## src/xb64_pkg.sv

```systemverilog
// shared types and constants of the xor base64 codec
package xb64_pkg;

  localparam int QUEUE_DEPTH = 2;

  typedef enum logic [1:0] {
    REG_DIRECTION = 2'd0,
    REG_KEY_LOW   = 2'd1,
    REG_KEY_HIGH  = 2'd2,
    REG_KEY_LEN   = 2'd3
  } reg_index_t;

  typedef enum logic {
    DIR_ENCRYPT = 1'b0,
    DIR_DECRYPT = 1'b1
  } dir_t;

  // one accepted item's results: up to four bytes, sent in order
  typedef struct packed {
    logic [3:0][7:0] bytes;
    logic [2:0]      cnt;
    logic            last;
    logic            err;
  } xb64_rec_t;

endpackage

```

## src/xb64_front.sv

```systemverilog
// front end: config registers, key stepping, group assembly and error checks
module xb64_front #(
  parameter int KEY_BYTES = 16
) (
  input  logic              clk,
  input  logic              rst_n,
  input  logic              cfg_we,
  input  logic [1:0]        cfg_index,
  input  logic [63:0]       cfg_data,
  input  logic              in_valid,
  output logic              in_ready,
  input  logic [7:0]        in_byte,
  input  logic              in_last,
  input  logic              q_full,
  output logic              q_push,
  output xb64_pkg::xb64_rec_t q_rec
);
  import xb64_pkg::*;

  localparam logic [4:0] KEY_LEN_MAX = 5'(KEY_BYTES);
  localparam logic [7:0] CH_PAD   = 8'h3D;
  localparam logic [7:0] CH_UPPER = 8'h41;
  localparam logic [7:0] CH_LOWER = 8'h61;
  localparam logic [7:0] CH_DIGIT = 8'h30;
  localparam logic [7:0] CH_PLUS  = 8'h2B;
  localparam logic [7:0] CH_SLASH = 8'h2F;

  dir_t        dir_r;
  logic [63:0] key_lo_r;
  logic [63:0] key_hi_r;
  logic [4:0]  key_len_r;

  logic [3:0]  key_pos_r, key_pos_nxt;
  logic [23:0] gbuf_r, gbuf_nxt;
  logic [1:0]  gcnt_r, gcnt_nxt;
  logic [1:0]  pad_r, pad_nxt;
  logic        disc_r, disc_nxt;

  function automatic logic [3:0] key_norm(input logic [3:0] p, input logic [4:0] len);
    key_norm = ({1'b0, p} >= len) ? 4'd0 : p;
  endfunction

  function automatic logic [3:0] key_adv(input logic [3:0] p, input logic [4:0] len);
    key_adv = (({1'b0, p} + 5'd1) >= len) ? 4'd0 : p + 4'd1;
  endfunction

  function automatic logic [7:0] sextet_char(input logic [5:0] v);
    logic [7:0] r;
    r = 8'h00;
    if (v < 6'd26) r = CH_UPPER + {2'b00, v};
    else if (v < 6'd52) r = CH_LOWER + {2'b00, v} - 8'd26;
    else if (v < 6'd62) r = CH_DIGIT + {2'b00, v} - 8'd52;
    else if (v == 6'd62) r = CH_PLUS;
    else r = CH_SLASH;
    return r;
  endfunction

  // bit 6 set for a valid base64 character
  function automatic logic [6:0] char_sextet(input logic [7:0] c);
    logic [6:0] r;
    r = 7'd0;
    if (c >= 8'h41 && c <= 8'h5A) r = {1'b1, 6'(c - 8'h41)};
    else if (c >= 8'h61 && c <= 8'h7A) r = {1'b1, 6'(c - 8'h61 + 8'd26)};
    else if (c >= 8'h30 && c <= 8'h39) r = {1'b1, 6'(c - 8'h30 + 8'd52)};
    else if (c == CH_PLUS) r = {1'b1, 6'd62};
    else if (c == CH_SLASH) r = {1'b1, 6'd63};
    return r;
  endfunction

  logic [4:0]   len;
  logic [127:0] key_all;
  logic [3:0]   p0, p1, p2, p3;
  logic [7:0]   kb0, kb1, kb2;
  logic         accept;

  assign in_ready = !q_full;
  assign accept   = in_valid && in_ready;

  always_comb begin
    len = key_len_r;
    if (len == 5'd0) len = 5'd1;
    if (len > KEY_LEN_MAX) len = KEY_LEN_MAX;
    key_all = {key_hi_r, key_lo_r};
    p0 = key_norm(key_pos_r, len);
    p1 = key_adv(p0, len);
    p2 = key_adv(p1, len);
    p3 = key_adv(p2, len);
    kb0 = key_all[{p0, 3'b000} +: 8];
    kb1 = key_all[{p1, 3'b000} +: 8];
    kb2 = key_all[{p2, 3'b000} +: 8];
  end

  logic [1:0]  ecnt;
  logic [2:0]  ecnt1;
  logic [23:0] ebuf;
  logic [23:0] eval_w;
  logic [6:0]  dec;
  logic [5:0]  sv;
  logic [2:0]  dpos;
  logic        bad;
  logic [1:0]  dpad;
  logic [23:0] dbuf;
  logic [1:0]  dbytes;

  always_comb begin
    key_pos_nxt = key_pos_r;
    gbuf_nxt    = gbuf_r;
    gcnt_nxt    = gcnt_r;
    pad_nxt     = pad_r;
    disc_nxt    = disc_r;
    q_push      = 1'b0;
    q_rec       = '0;
    ecnt        = 2'd0;
    ecnt1       = 3'd0;
    ebuf        = 24'd0;
    eval_w      = 24'd0;
    dec         = 7'd0;
    sv          = 6'd0;
    dpos        = 3'd0;
    bad         = 1'b0;
    dpad        = pad_r;
    dbuf        = gbuf_r;
    dbytes      = 2'd0;
    if (accept) begin
      if (disc_r) begin
        // dropped until end of message
      end else if (dir_r == DIR_ENCRYPT) begin
        ecnt  = (gcnt_r == 2'd3) ? 2'd0 : gcnt_r;
        ebuf  = {gbuf_r[15:0], in_byte ^ kb0};
        ecnt1 = {1'b0, ecnt} + 3'd1;
        key_pos_nxt = p1;
        gbuf_nxt = ebuf;
        gcnt_nxt = ecnt1[1:0];
        if (ecnt1 == 3'd3 || in_last) begin
          case (ecnt1)
            3'd1:    eval_w = {ebuf[7:0], 16'd0};
            3'd2:    eval_w = {ebuf[15:0], 8'd0};
            default: eval_w = ebuf;
          endcase
          q_push = 1'b1;
          q_rec.bytes[0] = sextet_char(eval_w[23:18]);
          q_rec.bytes[1] = sextet_char(eval_w[17:12]);
          q_rec.bytes[2] = (ecnt1 >= 3'd2) ? sextet_char(eval_w[11:6]) : CH_PAD;
          q_rec.bytes[3] = (ecnt1 >= 3'd3) ? sextet_char(eval_w[5:0]) : CH_PAD;
          q_rec.cnt  = 3'd4;
          q_rec.last = in_last;
          gbuf_nxt = 24'd0;
          gcnt_nxt = 2'd0;
        end
      end else begin
        dec = char_sextet(in_byte);
        sv  = dec[5:0];
        if (in_byte == CH_PAD) begin
          if (gcnt_r < 2'd2) bad = 1'b1;
          else begin
            dpad = pad_r + 2'd1;
            sv   = 6'd0;
          end
        end else if (!dec[6] || pad_r != 2'd0) begin
          bad = 1'b1;
        end
        pad_nxt = dpad;
        if (!bad) begin
          dbuf = {gbuf_r[17:0], sv};
          gbuf_nxt = dbuf;
          dpos = {1'b0, gcnt_r} + 3'd1;
          if (dpos == 3'd4) begin
            if (dpad != 2'd0 && !in_last) begin
              bad = 1'b1;
            end else begin
              dbytes = (dpad == 2'd0) ? 2'd3 : (dpad == 2'd1) ? 2'd2 : 2'd1;
              q_push = 1'b1;
              q_rec.bytes[0] = dbuf[23:16] ^ kb0;
              q_rec.bytes[1] = dbuf[15:8] ^ kb1;
              q_rec.bytes[2] = dbuf[7:0] ^ kb2;
              q_rec.cnt  = {1'b0, dbytes};
              q_rec.last = in_last;
              case (dbytes)
                2'd1:    key_pos_nxt = p1;
                2'd2:    key_pos_nxt = p2;
                default: key_pos_nxt = p3;
              endcase
            end
            gbuf_nxt = 24'd0;
            pad_nxt  = 2'd0;
            gcnt_nxt = 2'd0;
          end else begin
            if (in_last) bad = 1'b1;
            gcnt_nxt = dpos[1:0];
          end
        end
        if (bad) begin
          q_push = 1'b1;
          q_rec  = '0;
          q_rec.cnt  = 3'd1;
          q_rec.last = in_last;
          q_rec.err  = 1'b1;
          if (!in_last) disc_nxt = 1'b1;
        end
      end
      if (in_last) begin
        key_pos_nxt = 4'd0;
        gbuf_nxt    = 24'd0;
        gcnt_nxt    = 2'd0;
        pad_nxt     = 2'd0;
        disc_nxt    = 1'b0;
      end
    end
  end

  always_ff @(posedge clk) begin
    if (!rst_n) begin
      dir_r     <= DIR_ENCRYPT;
      key_lo_r  <= 64'd0;
      key_hi_r  <= 64'd0;
      key_len_r <= 5'd1;
      key_pos_r <= 4'd0;
      gbuf_r    <= 24'd0;
      gcnt_r    <= 2'd0;
      pad_r     <= 2'd0;
      disc_r    <= 1'b0;
    end else begin
      key_pos_r <= key_pos_nxt;
      gbuf_r    <= gbuf_nxt;
      gcnt_r    <= gcnt_nxt;
      pad_r     <= pad_nxt;
      disc_r    <= disc_nxt;
      if (cfg_we) begin
        case (reg_index_t'(cfg_index))
          REG_DIRECTION: dir_r     <= dir_t'(cfg_data[0]);
          REG_KEY_LOW:   key_lo_r  <= cfg_data;
          REG_KEY_HIGH:  key_hi_r  <= cfg_data;
          REG_KEY_LEN:   key_len_r <= cfg_data[4:0];
          default:       dir_r     <= dir_r;
        endcase
      end
    end
  end

endmodule

```

## src/xb64_fifo.sv

```systemverilog
// short queue of result groups between front and back end
module xb64_fifo (
  input  logic                clk,
  input  logic                rst_n,
  input  logic                push,
  input  xb64_pkg::xb64_rec_t push_rec,
  output logic                full,
  input  logic                pop,
  output logic                empty,
  output xb64_pkg::xb64_rec_t head
);
  import xb64_pkg::*;

  localparam int PTR_W = (QUEUE_DEPTH > 1) ? $clog2(QUEUE_DEPTH) : 1;
  localparam int CNT_W = $clog2(QUEUE_DEPTH + 1);
  localparam logic [PTR_W-1:0] LAST_SLOT = PTR_W'(QUEUE_DEPTH - 1);

  xb64_rec_t        mem [QUEUE_DEPTH];
  logic [PTR_W-1:0] wr_ptr_r;
  logic [PTR_W-1:0] rd_ptr_r;
  logic [CNT_W-1:0] count_r;

  assign full  = (count_r == CNT_W'(QUEUE_DEPTH));
  assign empty = (count_r == '0);
  assign head  = mem[rd_ptr_r];

  always_ff @(posedge clk) begin
    if (push) mem[wr_ptr_r] <= push_rec;
  end

  always_ff @(posedge clk) begin
    if (!rst_n) begin
      wr_ptr_r <= '0;
      rd_ptr_r <= '0;
      count_r  <= '0;
    end else begin
      if (push) wr_ptr_r <= (wr_ptr_r == LAST_SLOT) ? '0 : wr_ptr_r + 1'b1;
      if (pop)  rd_ptr_r <= (rd_ptr_r == LAST_SLOT) ? '0 : rd_ptr_r + 1'b1;
      if (push && !pop) count_r <= count_r + 1'b1;
      else if (pop && !push) count_r <= count_r - 1'b1;
    end
  end

endmodule

```

## src/xb64_back.sv

```systemverilog
// back end: sends the bytes of each queued group one per cycle while out_ready is high
module xb64_back (
  input  logic                clk,
  input  logic                rst_n,
  input  logic                q_empty,
  input  xb64_pkg::xb64_rec_t q_head,
  output logic                q_pop,
  output logic                out_valid,
  input  logic                out_ready,
  output logic [7:0]          out_byte,
  output logic                out_last,
  output logic                out_error
);
  import xb64_pkg::*;

  xb64_rec_t  cur_r;
  logic       cur_valid_r;
  logic [1:0] idx_r;
  logic       at_end;
  logic       done;
  logic       load;

  assign at_end    = (({1'b0, idx_r} + 3'd1) == cur_r.cnt);
  assign out_valid = cur_valid_r;
  assign out_byte  = cur_r.bytes[idx_r];
  assign out_last  = cur_r.last && at_end;
  assign out_error = cur_r.err;
  assign done      = cur_valid_r && out_ready && at_end;
  assign load      = !cur_valid_r || done;
  assign q_pop     = load && !q_empty;

  always_ff @(posedge clk) begin
    if (q_pop) cur_r <= q_head;
  end

  always_ff @(posedge clk) begin
    if (!rst_n) begin
      cur_valid_r <= 1'b0;
      idx_r       <= 2'd0;
    end else if (load) begin
      cur_valid_r <= !q_empty;
      idx_r       <= 2'd0;
    end else if (out_ready) begin
      idx_r <= idx_r + 2'd1;
    end
  end

endmodule

```

## src/xor_base64_codec.sv

```systemverilog
// top level of the repeating-key xor codec with base64 framing
//
// input items (in_byte, in_last) arrive on a valid/ready channel; results
// (out_byte, out_last, out_error) leave on another. direction 0 xors each
// byte with the running key byte and emits four base64 characters per group
// of three bytes, the item with in_last flushing a padded partial group.
// direction 1 gathers base64 characters in fours and emits one to three key
// xored bytes. bad characters, misplaced padding or a short final group give
// one item with out_error set; input is then dropped until in_last.
// configuration: cfg_we with cfg_index 0 direction, 1 and 2 key bytes, 3 key
// length; the user must see these are written only while the block is idle,
// which the block does not enforce. an item is classified in its accept cycle;
// its results pass the queue and output register before the first shows. with
// out_ready high the output stage sends one result per cycle, so sustained rate
// is set by the result count, lower when encoding (four characters per three bytes)
// than decoding. a stalled receiver fills the two-entry queue, then in_ready drops.
// synchronous reset clears the registers (key length 1) and message state.
module xor_base64_codec #(
  parameter int KEY_BYTES = 16
) (
  input  logic        clk,
  input  logic        rst_n,
  input  logic        cfg_we,
  input  logic [1:0]  cfg_index,
  input  logic [63:0] cfg_data,
  input  logic        in_valid,
  output logic        in_ready,
  input  logic [7:0]  in_byte,
  input  logic        in_last,
  output logic        out_valid,
  input  logic        out_ready,
  output logic [7:0]  out_byte,
  output logic        out_last,
  output logic        out_error
);
  import xb64_pkg::*;

  xb64_rec_t push_rec;
  xb64_rec_t head;
  logic      push;
  logic      pop;
  logic      full;
  logic      empty;

  xb64_front #(
    .KEY_BYTES(KEY_BYTES)
  ) u_front (
    .clk      (clk),
    .rst_n    (rst_n),
    .cfg_we   (cfg_we),
    .cfg_index(cfg_index),
    .cfg_data (cfg_data),
    .in_valid (in_valid),
    .in_ready (in_ready),
    .in_byte  (in_byte),
    .in_last  (in_last),
    .q_full   (full),
    .q_push   (push),
    .q_rec    (push_rec)
  );

  xb64_fifo u_fifo (
    .clk     (clk),
    .rst_n   (rst_n),
    .push    (push),
    .push_rec(push_rec),
    .full    (full),
    .pop     (pop),
    .empty   (empty),
    .head    (head)
  );

  xb64_back u_back (
    .clk      (clk),
    .rst_n    (rst_n),
    .q_empty  (empty),
    .q_head   (head),
    .q_pop    (pop),
    .out_valid(out_valid),
    .out_ready(out_ready),
    .out_byte (out_byte),
    .out_last (out_last),
    .out_error(out_error)
  );

endmodule
```

## config.mk

```make
export PLATFORM = sky130hd
export DESIGN_NAME = xor_base64_codec
export DESIGN_NICKNAME = d
export VERILOG_FILES = /design/src/xb64_pkg.sv /design/src/xb64_front.sv /design/src/xb64_fifo.sv /design/src/xb64_back.sv /design/src/xor_base64_codec.sv
export SDC_FILE = /design/constraint.sdc
export NUM_CORES = 1
export LEC_CHECK = 0
export BUFFER_PORTS_ARGS = -buffer_cell sky130_fd_sc_hd__buf_2
export CAP_MARGIN = 10
export CORE_MARGIN = 2
export CORE_UTILIZATION = 50
export DETAILED_ROUTE_END_ITERATION = 10
export PLACE_DENSITY = 0.67
export SYNTH_ARGS = -nofsm -noshare
export SYNTH_HDL_FRONTEND = slang
export SYNTH_SLANG_ARGS = --single-unit
```

## constraint.sdc

```tcl
create_clock -name clk -period 10.91 [get_ports clk]
set_input_delay 1.091 -clock clk [delete_from_list [all_inputs] [get_ports clk]]
set_output_delay 1.091 -clock clk [all_outputs]
set_load 0.01 [all_outputs]
```

* After elaboration in Yosys (flattened, before gate mapping)
Memories as Yosys holds them, arrays and structs flattened. A register that Yosys moved wholly into a read port is not among the register bits.
Index checks and enable logic that the tools add are counted.
** Storage, ports and cells
- Register bits :: 168
- Memory bits (writable) :: 74
- Bits of input ports :: 80
- Output and inout bits :: 12
- Word-level logic and storage cells :: 267
- Memories kept :: 1
** Operators by class
- Add/subtract/negate cells :: 40
- Magnitude comparators :: 27
- Equality and inequality tests :: 24
- Shift-type cells :: 3
- Mux-type cells :: 116
- Bitwise logic cells :: 5
- Reductions and logical operators :: 37
** Memories
- u_fifo.mem :: words 2, width 37, rd ports 1, clocked after Yosys merged registers in 1, wr ports 1, line xb64_fifo.sv:18 : xb64_rec_t mem [QUEUE_DEPTH];
** Operator list (number)
- $shiftx 128x8->8 :: 3
- $mux 8 :: 15
- $mux 18 :: 6
- $mux 24 :: 4
- $mux 28 :: 3
- $mux 37 :: 2
- $mux 36 :: 2
- $add 7x6->8 const A :: 8
- $mux 7 :: 8
- $lt 6x6->1 const B :: 8
- $pmux 24 s2 :: 1
- $mux 2 :: 21
- $mux 4 :: 10
- $sub 8x5->8 const B :: 4
- $sub 8x6->8 const B :: 4
- $xor 8x8->8 :: 4
- $mux 1 :: 30
- $mux 6 :: 5
- $mux 29 :: 1
- $add 6x6->7 const A :: 4
- $eq 6x6->1 const B :: 4
- $eq 8x6->1 const B :: 3
- $lt 6x5->1 const B :: 4
- $bmux 8 s2 :: 1
- 42 further kinds :: 97

* Longest topological paths before layout
- Depth in word-level cells :: 28
- Gate-level depth with buffers :: 43
- Gate-level depth less buffers :: 37

* Hierarchy
From an unflattened synthesis, not the netlist that was laid out.
** Second synthesis, totals
- Cells, all modules :: 2117
- Area, all modules :: 17963.5 um^2
** Modules (own cells, without submodules)
- xb64_front :: times used 1, cells an instance 1913, area an instance 13581.8 um^2, seq. area each 3223.1 um^2
- xb64_fifo :: times used 1, cells an instance 137, area an instance 2896.5 um^2, seq. area each 2322.2 um^2
- xb64_back :: times used 1, cells an instance 67, area an instance 1485.2 um^2, seq. area each 1171.1 um^2

* Least setup slack after synthesis
No wires, ideal clock.
- Path type :: register to register
- Start point :: reg u_front.key_len_r[4]
- End point :: reg u_front.key_pos_r[2]
- Setup time :: 0.076 ns
- Arrival time :: 8.019 ns
- Data required time :: 10.834 ns
- Slack :: 2.816 ns
- Stages on the path, launching flop included :: 42
- Path buffers :: 6
- Period minus slack after synthesis :: 8.094 ns
- Cells stage by stage :: dfxtp_1 inv_1 nand2_1 ha_1 nor3_1 or3_1 buf_6 o21ai_2 clkinv_1 clkbuf_1 ha_1 xor2_2 inv_2 ha_1 a21oi_1 o21ai_0 a31oi_1 nand2_1 (+6 left out) a21oi_1 o21a_1 nand2_1 buf_2 buf_1 inv_1 ha_1 ha_1 a21o_1 a21oi_1 nor2b_1 o21ai_0 nand2b_1 nor2_1 and3_1 a211oi_1 a2111o_1 a21boi_0
** Between the ends
- Word-level cells in the longest chain between the ends :: 22
- Elaborated cells on any way between the ends :: 25
- Classes of those cells :: add/sub: 6; order compare: 5; mux: 13; reduce/logical: 1
** Ends and longest elaborated chain
- from (decl) :: line xb64_front.sv:31 : logic [4:0] key_len_r;
- from (signal assigned) :: line xb64_front.sv:233 : REG_KEY_LEN: key_len_r <= cfg_data[4:0];
- $logic_not 5->1 :: line xb64_front.sv:81 : if (len == 5'd0) len = 5'd1;
- $mux 5 (*) :: line xb64_front.sv:81
- $gt 5x5->1 :: line xb64_front.sv:82 : if (len > KEY_LEN_MAX) len = KEY_LEN_MAX;
- $mux 5 (*) :: line xb64_front.sv:82
- $ge 4x5->1 :: line xb64_front.sv:40 : key_norm = ({1'b0, p} >= len) ? 4'd0 : p;
- $mux 4 :: line xb64_front.sv:40
- $add 4x1->5 :: line xb64_front.sv:44 : key_adv = (({1'b0, p} + 5'd1) >= len) ? 4'd0 : p + 4'd1;
- $ge 5x5->1 :: line xb64_front.sv:44
- (+6 left out)
- $mux 4 :: line xb64_front.sv:44
- $pmux 4 s2 :: line xb64_front.sv:178 : case (dbytes)
- $mux 4 :: line xb64_front.sv:168 : if (dpad != 2'd0 && !in_last) begin
- $mux 4 :: line xb64_front.sv:167 : if (dpos == 3'd4) begin
- $mux 4 :: line xb64_front.sv:163 : if (!bad) begin
- $mux 4 (*) :: line xb64_front.sv:127 : end else if (dir_r == DIR_ENCRYPT) begin
- $mux 4 (*) :: line xb64_front.sv:125 : if (disc_r) begin
- $mux 4 (*) :: line xb64_front.sv:201 : if (in_last) begin
- to (signal assigned) :: line xb64_front.sv:223 : key_pos_r <= key_pos_nxt;
- to (decl) :: line xb64_front.sv:33 : logic [3:0] key_pos_r, key_pos_nxt;
Mark *: on every way between the ends. The rest lies on a longest branch, timed or not. The select of a mux whose other input is x is not followed.
A chain may end at the register's enable or synchronous reset.

* Final worst setup path
- Start point :: reg u_front.key_pos_r[3]
- End point :: reg u_front.key_pos_r[2]
** Between the ends
- Word-level cells in the longest chain between the ends :: 18
- Elaborated cells on any way between the ends :: 21
- Classes of those cells :: add/sub: 6; order compare: 4; mux: 11
** Ends and longest elaborated chain (line)
- $ge 4x5->1 :: xb64_front.sv:40
- $mux 4 (*) :: xb64_front.sv:40
- $add 4x1->5 :: xb64_front.sv:44
- $ge 5x5->1 :: xb64_front.sv:44
- $mux 4 (*) :: xb64_front.sv:44
- $add 4x1->5 :: xb64_front.sv:44
- $ge 5x5->1 :: xb64_front.sv:44
- $mux 4 :: xb64_front.sv:44
- (+2 left out)
- $mux 4 :: xb64_front.sv:44
- $pmux 4 s2 :: xb64_front.sv:178
- $mux 4 :: xb64_front.sv:168
- $mux 4 :: xb64_front.sv:167
- $mux 4 :: xb64_front.sv:163
- $mux 4 (*) :: xb64_front.sv:127
- $mux 4 (*) :: xb64_front.sv:125
- $mux 4 (*) :: xb64_front.sv:201
Marked as above.

==> summary.md <==
| Metric | Value |
|---|---|
| Clock skew | between 30 and 40 ps |
| Number of synthesized register bits | around 280 |
| Slowest cell on the critical path | dfxtp_1 |
| CTS Buf Count | 30 |
| Weighted congestion at the end of routability-driven global placement | just under 1 |
| Standard cell core area | 36500 µm² |
| Critical Path Sink Type | register |
| Reg-to-reg slack, setup | 1940 ps |
| Initial DRT Pass Iterations | 6 |
| Global-route usage over all layers | 30.2% |
| Class of the worst hold path | register to register |
| Run status | completed |
| Synth warnings | 0 |
| # clock sinks | ~280 |
| Routed len/inst | 22.8 µm |
| Utilization after layout | a little under three fifths |
| GRT Residual Overflow | 0 |
| Detailed-route vias per instance | about 6.3 |
| Number of buffers inserted for hold repair after clock tree synthesis | 0 |
| Final hold violation count | 0 |
| Most area-hungry cell type in the Yosys netlist | dfxtp_1 |
| CP most frequent cell | ha_1 |
| RSZ-0062 raised after global routing | false |
| Fillers | ~3300 |
| # port buffers | 91 |
| Later-pin clock latency in the skew report | approximately 600 ps |
| Post-layout total power | around 3300 µW |
| Final cell area excluding filler cells | between 20000 and 25000 µm² |
| Worst voltage drop across the vdd grid | 0.117 mV |
| Final critical path time including I/O delays and setup | about 9000 ps |
| Number of synthesized flops with an enable pin | about 110 |
| Ranking of synthesized cells by area | dfxtp_1 18%, edfxtp_1 18%, nand2_1 9.1% |
| Worst path max stage delay | approximately 930 ps |
| Post-synthesis cell type count | roughly 100 |
| Via count of the first global-routing pass | approximately 15000 |
| Number of max-slew violations in the final report | 0 |
| Cell count after synthesis | about 2100 |
| Starting Density | approximately 50% |
| Clk Tree Root Cell | clkbuf_16 |
| Relative slew slack | around 26% |
| Die boundary height | roughly 200 µm |
| Number of buffers inserted by post-CTS setup repair | 0 |
| I/O pins | a little over 90 |
| Final Setup Violations | 0 |
| Top achievable clock speed | 0.111 GHz |
| Total power per unit cell area | 165 nW/µm² |
| Antenna violations before repair | 0 |
| Die area | 38600 µm² |
| Total cell area at the placement stage | a little under 20000 µm² |
| Main flop type after synthesis | dfxtp_1 |
| Fraction of synthesis flops using an asynchronous set or reset pin | 0% |
| Worst path required time | ~11000 ps |
| Clock-pin slew of the registers on the worst-case setup and hold paths | roughly 60 ps |
| Maximum level of the CTS H-tree | 1 |
| DRT antenna net count | 0 |
| Antenna diode instance count | 0 |
| Start-to-end type of the worst setup path | register to register |
| TritonCTS clock tree | yes |
| Static leakage | between 0.007 and 0.008 µW |
| Slew @ Worst Pin | 1100 ps |
| Worst Path Max Fanout | 37 |
| Post-Synthesis Mean Instance Area | slightly below 9 µm² |
| Estimated wirelength of the detail-placed design | between 40000 and 50000 µm |
| Number of nets in the layout | 2244 |
| Number of DRC violations after detailed-routing iteration 0 | 1541 |
| Signal arrival time at the worst endpoint | roughly 9500 ps |
| CP Launch Type | register |
| Total nets after synthesis | ~2200 |
| Largest net degree at the start of global routing | roughly 100 |
| Wirelength, routed | approximately 59000 µm |
| DIE WIDTH | a little under 200 µm |
| Resized cells post-CTS | 0 |
| Aggregate negative setup slack | 0 ps |
| Ratio of final minimum period to clock period | just over 80% |
| Share of Yosys cell area claimed by the top area cell type | 18.2% |
| Buffer depth of the longest clock path | 3 |
| Area grow syn2layout | 9.27% |
| Sequential cell area fraction in the yosys report | a little over a third |
| Placement Rows | 70 |
| Share of final-layout standard cells stronger than drive strength 1 | 13.7% |
| First-pass GRT wire length | approximately 91000 µm |
| Post-route DRC violation count | 0 |
| Post-Syn Area | approximately 19000 µm² |
| Max-cap viol count | 0 |
| Vias after detailed routing | 16200 |
## critical path, delay by kind of cell, from the launching register on
| kind | cells | cell delay (ps) |
|---|---|---|
| simple gates | 12 | 2330 |
| fa+ha+maj | 6 | 2100 |
| buf+inv | 6 | 1780 |
| compound gates | 8 | 1340 |
| flops | 1 | 930 |
| xor+xnor | 2 | 370 |
## final timing paths
path,endpoint,startpoint,cells past startpoint
setup reg to reg,u_front.key_pos_r[2],u_front.key_pos_r[3],34
hold / removal,u_front.key_hi_r[28],u_front.key_hi_r[28],2
setup / recovery,u_front.key_pos_r[2],u_front.key_pos_r[3],34
hold reg to reg,u_front.key_hi_r[28],u_front.key_hi_r[28],2
## power by group
group	total, µW	internal [µW]	switching, µW
Combinational	954	369	585
Clock	1050	619	434
Sequential	1330	1250	88.8
## routing by layer
layer  track usage, %  wire, µm  up-vias
li1                 -         -     7562
met1             38.2     23900     7823
met2             51.7     28300      648
met3             3.47      3570      138
met4             13.8      2960        0
met5                0         0        -
## area by class of cell
type,instances,area (µm²),share of cell area [%]
Clock buffer,42,856,4.23
Clock inverter,13,169,0.834
Inverter,62,235,1.16
Multi-Input combinational cell,1591,11000,54.3
Sequential cell,279,6700,33.1
Tap cell,468,586,2.89
Timing Repair Buffer,124,706,3.49
## state kept, by name (all words and copies together), names as in the netlist, 2 cells and up
signal	count
u_front.key_pos_r	4
u_front.key_len_r	5
u_fifo.count_r	2
u_front.pad_r	2
u_front.gcnt_r	2
u_front.key_lo_r	64
u_front.key_hi_r	64
u_front.gbuf_r	18
u_back.idx_r	2
u_back.cur_r	36
u_fifo.mem	74
## synthesized netlist by cell type (5+ instances only)
library cell / n
nand2_1: 450
dfxtp_1: 168
a21boi_0: 141
edfxtp_1: 111
clkbuf_1: 110
mux2i_1: 107
ha_1: 76
nor2_1: 74
a21oi_1: 64
inv_1: 53
o21ai_0: 51
xnor2_1: 45
nand3_1: 44
mux2_2: 42
nor2b_1: 38
nor3_1: 35
a22oi_1: 34
mux4_2: 28
and3_1: 24
o211ai_1: 24
a211oi_1: 20
o22ai_1: 20
xor2_1: 20
a221oi_1: 19
a311oi_1: 18
a31oi_1: 18
nand2b_1: 17
nor3b_1: 15
buf_2: 13
a21o_1: 9
nand4_1: 9
a221o_1: 8
o21a_1: 8
a2111oi_0: 7
and2_1: 7
buf_4: 7
o32ai_1: 7
or3_1: 7
buf_1: 6
buf_6: 6
o21ai_1: 6
nor4_1: 5
o211a_1: 5
## cells by family after synthesis
| group | after synthesis | share of synthesized area, % |
|---|---|---|
| xor gates and xnor gates | 68 | 3.34 |
| AOI/OAI and AO/OA | 524 | 21.0 |
| muxes | 179 | 11.9 |
| adders and majority gates | 76 | 5.13 |
| buffers and inverters | 205 | 4.70 |
| and+or+nand+nor | 744 | 17.8 |
| DFF | 279 | 36.1 |
## per-stage QoR
stage	cells	hold slack, ps	setup WS [ps]
floorplan	2075	445	2820
global placement	2524	474	2320
detailed placement	2524	475	2120
CTS	2579	503	2120
global route	2579	533	1340
finish	2579	505	1940
## placed cells by master (no fill, tap or decap), types with 7 or more instances in the layout
cell       instances
a21boi_0         141
nor2_1            72
nand3_1           44
buf_4             34
o22ai_1           20
o32ai_1            7
ha_1              76
a22oi_1           34
nor3b_1           15
xnor2_1           45
a2111oi_0          7
nor3_1            34
o211ai_1          24
a211oi_1          20
buf_2             90
mux2i_1          107
a21o_1             9
nor2b_1           37
or3_1              7
a31oi_1           18
a221oi_1          19
inv_1             53
dfxtp_1          166
and3_1            24
clkbuf_16         30
edfxtp_1         111
mux2_2            42
a21oi_1           64
mux4_2            28
nand2_1          448
nand4_1            9
o21ai_0           51
and2_1             7
a311oi_1          18
nand2b_1          17
a221o_1            8
o21a_1             8
xor2_1            20
Note: power is estimated with default switching activity, not from simulation.
